### src/hw/rtl/bscu_div.sv
// ----------------------------------------------------------------------------
// bscu_div
// Pipelined unsigned restoring divider, one quotient bit per stage, with a
// payload that travels alongside the operands.
// ----------------------------------------------------------------------------
module bscu_div #(
  parameter int NW = 32,
  parameter int DW = 16,
  parameter int PW = 8
) (
  input  logic          clk,
  input  logic          rst,
  input  logic          in_valid,
  input  logic [NW-1:0] dividend,
  input  logic [DW-1:0] divisor,
  input  logic [PW-1:0] payload_in,
  output logic          out_valid,
  output logic [NW-1:0] quotient,
  output logic [PW-1:0] payload_out
);

  logic [NW-1:0] num_q [NW];
  logic [DW-1:0] rem_q [NW];
  logic [NW-1:0] quo_q [NW];
  logic [DW-1:0] dvs_q [NW];
  logic [PW-1:0] pay_q [NW];
  logic [NW-1:0] vld_q;

  for (genvar i = 0; i < NW; i++) begin : g_stage
    logic [NW-1:0] num_in;
    logic [DW-1:0] rem_in;
    logic [NW-1:0] quo_in;
    logic [DW-1:0] dvs_in;
    logic [PW-1:0] pay_in;
    logic          vld_in;
    logic [DW:0]   trial;
    logic [DW:0]   diff;

    if (i == 0) begin : g_first
      assign num_in = dividend;
      assign rem_in = '0;
      assign quo_in = '0;
      assign dvs_in = divisor;
      assign pay_in = payload_in;
      assign vld_in = in_valid;
    end else begin : g_next
      assign num_in = num_q[i-1];
      assign rem_in = rem_q[i-1];
      assign quo_in = quo_q[i-1];
      assign dvs_in = dvs_q[i-1];
      assign pay_in = pay_q[i-1];
      assign vld_in = vld_q[i-1];
    end

    assign trial = {rem_in, num_in[NW-1]};
    assign diff  = trial - {1'b0, dvs_in};

    always_ff @(posedge clk) begin
      if (rst) begin
        vld_q[i] <= 1'b0;
      end else begin
        vld_q[i] <= vld_in;
      end
    end

    // borrow set: divisor did not fit, keep the shifted remainder
    always_ff @(posedge clk) begin
      num_q[i] <= num_in << 1;
      rem_q[i] <= diff[DW] ? trial[DW-1:0] : diff[DW-1:0];
      quo_q[i] <= {quo_in[NW-2:0], ~diff[DW]};
      dvs_q[i] <= dvs_in;
      pay_q[i] <= pay_in;
    end
  end

  assign out_valid   = vld_q[NW-1];
  assign quotient    = quo_q[NW-1];
  assign payload_out = pay_q[NW-1];

endmodule

### config.mk
export PLATFORM = sky130hd
export DESIGN_NAME = bscu_div
export DESIGN_NICKNAME = d
export VERILOG_FILES = /design/src/hw/rtl/bscu_div.sv
export SDC_FILE = /design/constraint.sdc
export NUM_CORES = 2
export LEC_CHECK = 0
export ABC_AREA = 1
export BUFFER_PORTS_ARGS = -buffer_cell sky130_fd_sc_hd__buf_2
export CAP_MARGIN = 20
export CORE_UTILIZATION = 30
export DETAILED_ROUTE_END_ITERATION = 12
export PLACE_DENSITY = 0.52
export SETUP_SLACK_MARGIN = 0.2
export SYNTH_ARGS = -nofsm -noshare
export SYNTH_HDL_FRONTEND = slang
export SYNTH_SLANG_ARGS = --single-unit
### constraint.sdc
create_clock -name clk -period 2.7 [get_ports clk]
set_input_delay 0.54 -clock clk [delete_from_list [all_inputs] [get_ports clk]]
set_output_delay 0.54 -clock clk [all_outputs]
set_load 0.03 [all_outputs]
; ---- Word-level counts from Yosys, hierarchy flattened
; Memory sizes are Yosys's and may differ from the RTL's.
; Cells that the tools add are included.
[op_classes]
n_addsub = 32
n_mux = 32
bitwise = 32
[ops]
columns = op, count
row1 = subtractor 17 x 16 -> 17 bit, 31
row2 = 2-to-1 mux 16 bit, 32
row3 = inverter 1 bit, 32
row4 = subtractor 1 x 16 -> 17 bit, 1
[totals]
ff_bits = 32
ram_bits = 3296
inputBits = 59
out_inout_bits = 41
wordCells = 133
mem_count = 5
[memory_table]
columns = memory, words, width, rd, rd_clocked_by_memory_dff, wr, line_no
row1 = quo_q, 32, 32, 32, 0, 32, 24  ; logic [NW-1:0] quo_q [NW];
row2 = num_q, 32, 31, 31, 0, 32, 22  ; logic [NW-1:0] num_q [NW];
row3 = dvs_q, 32, 16, 31, 0, 32, 25  ; logic [DW-1:0] dvs_q [NW];
row4 = rem_q, 32, 16, 31, 0, 32, 23  ; logic [DW-1:0] rem_q [NW];
row5 = pay_q, 32, 8, 32, 0, 32, 26  ; logic [PW-1:0] pay_q [NW];

; ---- Depth between registers and ports, before layout
; An unclocked memory read counts as a cell.
[depth]
word_depth = 3
mapped_depth = 15
mapped_depth_nobuf = 14

; ---- Worst setup path before layout
; No wires, ideal clock.
[synth_path]
path_type = register to register
start = memory num_q[0][247] in the netlist's numbering
end = memory rem_q[8][5], in the netlist rem_q[0][133]
setup_time_ns = 0.112
arrival_time_ns = 1.815
required_ns = 2.588
setup_slack_ns = 0.772
stages_incl_launch_ff = 15
n_path_buf = 1
synth_period_minus_slack_ns = 1.928
cell_sequence = dfxtp_1 > inv_1 > ha_1 > fa_1 > inv_1 > nand2_1 > nand2_1 > nand3_2 > nand2_2 > nand2_4 > nand2_2 > nand2_4 > buf_4 > nand3_1 > nand2_1
[synth_lines]
columns = element, line_no
row1 = "start, declared", 22
row2 = "end, declared", 23

==> impl_summary.md <==
Global route
After global routing the overflow that remains totals 0. For this run, the total global-route usage over all layers was measured as 12.8%. The largest net degree at the start of global routing is 33. The first global-routing pass estimated 312 mm of wire. The number of antenna violations at the first check in global routing is 4. The via count of the first global-routing pass is 60600.

Die
100 I/O pins were placed. The horizontal die dimension is 547 um. The initial utilization of the core area, before any placement, comes to 30.2%. The placeable core area is 295000 um2. The die is 547 um tall. The area of the die is 299000 um2.

The floorplan row count is 199.

Place
After legalization and detailed placement, the total HPWL measured 147 mm. The count of buffers added on input and output ports is 99. The final weighted congestion in routability-driven placement is 0.856. The worst slack after detailed placement is 0.347 ns.

Pwr
The total power draw is 0.131 W. Power spread over the standard cell area amounts to 1270 nW/um2. Across the VDD grid, the largest voltage drop is 469 uV.

The leakage power figure is 55.1 nW.

Cells and area
The layout cell share with drive strength beyond 1 is 7.75%. The most common library cell in the layout ignoring fill and taps is sky130_fd_sc_hd__nand2_1. The area growth from synthesis to layout is 16.1%. The post-layout utilization of the core is 35.1%.

The top cell types in the final layout, fill and taps aside, are 3657 x sky130_fd_sc_hd__nand2_1, 2304 x sky130_fd_sc_hd__dfxtp_1, 2027 x sky130_fd_sc_hd__inv_1. The number of nets at the end of the flow is 11900.

Synthesis
The register bit count reported by yosys is 2304. After synthesis the cells add up to 89100 um2. In the synthesized netlist, the number of instances is 10900. Averaged over all synthesized cells, the footprint is 8.14 um2.

By area the synthesized netlist is led by sky130_fd_sc_hd__dfxtp_1 52%, sky130_fd_sc_hd__nand2_1 15%, sky130_fd_sc_hd__inv_1 8.5%. The area share of the leading cell type in the synthesized netlist is 51.8%. The largest total area in the synthesized netlist belongs to sky130_fd_sc_hd__dfxtp_1. For this run, the number of Yosys warnings is 0.

Sequential elements use 51.8% of the synthesized area. The number of distinct standard cells referenced by the synthesized netlist is 40.

Routing
For this run, design rule violations remaining after detail routing come to 0. In the final routed layout, each cell accounts on average for 12.4 um. The final routed wirelength across all metal layers is 191 mm. Once detail routing completed, the nets flagged for antenna violations numbered 0.

For this block, the via count after detailed routing is 62800. The detailed router's first-iteration violation count is 3444. The number of optimization iterations in the first detailed-route pass is 6. Using the TritonRoute via totals, the vias-per-cell ratio works out to 4.07.

Clock network
The buffer levels on the longest clock path is 4. The TritonCTS buffer count is 268. Clock latency on the worst-skew pair, taken at its later pin, is 0.87 ns. The number of sinks driven by the clock tree is 2304. The tree is rooted in a sky130_fd_sc_hd__clkbuf_16. The TritonCTS clock tree is yes. Clock-pin slew was measured on the worst setup and hold paths at 0.06 ns. The H-tree generated during clock tree synthesis spans 5 levels.

Critical path
The required time reported for the critical path endpoint is 3.50 ns. STA puts the critical path data arrival time at 3.14 ns. The startpoint-to-endpoint class of the critical path is register to register. The peak fanout along the critical path is 17. The type of element capturing the critical path is a register.

The type of element launching the critical path is a register.

STA
The tightest slew margin relative to the limit is 62.2%. The final-report hold violation count is 0. Derived from the worst setup path, the maximum achievable clock frequency is 426 MHz. Adding up every negative setup slack in the final design gives 0 ns. At the pin with the least slew margin, the transition time is 0.567 ns. Across the routed clock network, the largest skew measured is 0.0544 ns. The final cycle utilization of the critical path is 86.9%. Setup repair after global routing left no endpoint under its margin.

In the post-route analysis, the smallest setup slack over all paths is 0.353 ns. Setup violations remaining at the end of the flow were counted as 0. The clock period could shrink to 2.35 ns.

The number of max-slew violations in the final report came to 0.

Run status
The run finished with clean final reports.

Min path
The worst hold path belongs to the class input port to register.

Job
Max-cap violations in this run came to 0.
==> cell families after synthesis <==
kind of cell | share of synthesized area, %
flops | 51.8
compound gates | 1.66
xor+xnor | 2.06
other cells | 0.00421
fa+ha+maj | 7.65
simple gates | 27.4
buf+inv | 9.47
==> final cells by class <==
type	instances	area, um2
antenna	2	5.00
tap	3919	4900
clock inverter	98	1400
multi-input combinational	6527	34600
inverter	2028	7610
fill	30800	191000
clock buffer	365	7620
sequential	2304	46100
timing repair buffer	175	1210
==> metrics by stage <==
stage               hold slack, ns  instances  cell area [um2]
floorplan                    0.310      11000            89100
global placement             0.310      14900            93900
detailed placement           0.312      14900            93900
finish                       0.181      15400           103000
global route                 0.166      15400           103000
CTS                          0.121      15400           103000
==> per-layer routing <==
metal | GRT usage, % | share of wire, %
met1 | 16.7 | 48
met3 | 2.24 | 4.2
met5 | 0 | 0
met2 | 21.3 | 46
met4 | 3.72 | 2.5
==> final timing paths <==
| kind | start | end | slack (ns) | depth (start not counted) |
|---|---|---|---|---|
| worst max-delay path | dvs_q[9][0] | rem_q[0][169] | 0.35 | 13 |
| worst min-delay path | rst | g_stage[3].vld_in | 0.18 | 2 |
| worst max register to register | dvs_q[9][0] | rem_q[0][169] | 0.35 | 13 |
| worst min register to register | quo_q[7][38] | quo_q[7][71] | 0.29 | 0 |
==> repair_timing <==
item	CTS	global route
hold buffers	57	0
gates resized for setup	0	3
hold endpoints to repair	64	0
buffers inserted	0	1
setup endpoints to repair	0	29
==> registers in the layout, summed over array words and instances (netlist names) <==
name,count
g_stage.vld_in,31
out_valid,1
rem_q,496
dvs_q,496
quo_q,528
pay_q,256
num_q,496
==> report_power, final <==
part,switching (W),internal (W)
combinational,0.0311,0.0169
sequential,0.00438,0.0425
clock,0.0142,0.0223
==> worst max-delay path, cell delays in order, from the launching register on <==
cell and delay, ns:
sky130_fd_sc_hd__dfxtp_1 0.38, sky130_fd_sc_hd__ha_1 0.24, sky130_fd_sc_hd__fa_1 0.41, sky130_fd_sc_hd__inv_1 0.14, sky130_fd_sc_hd__nand2_1 0.06, sky130_fd_sc_hd__nand2_1 0.07, sky130_fd_sc_hd__nand3_1 0.10, sky130_fd_sc_hd__nand2_2 0.13
sky130_fd_sc_hd__nand2_2 0.10, sky130_fd_sc_hd__nand2_2 0.09, sky130_fd_sc_hd__nand2_4 0.14, sky130_fd_sc_hd__nand2_4 0.22, sky130_fd_sc_hd__nand2_1 0.11, sky130_fd_sc_hd__nand2_1 0.08
==> synth_stat cells, drive strengths merged <==
cell and count:
fa 30, clkbuf 4, nor3 42, conb 1, nand4 80, a31oi 7, or2 42, xor2 139
nand2 3901, ha 497, nand3b 60, a21oi 247, nor4 4, and2 79, clkinv 1, nor2 396
inv 2027, nand3 921, dfxtp 2304, xnor2 71, buf 90, o21bai 1, o21a 1, o21ai 2
Note: power is estimated with default switching activity, not from simulation.
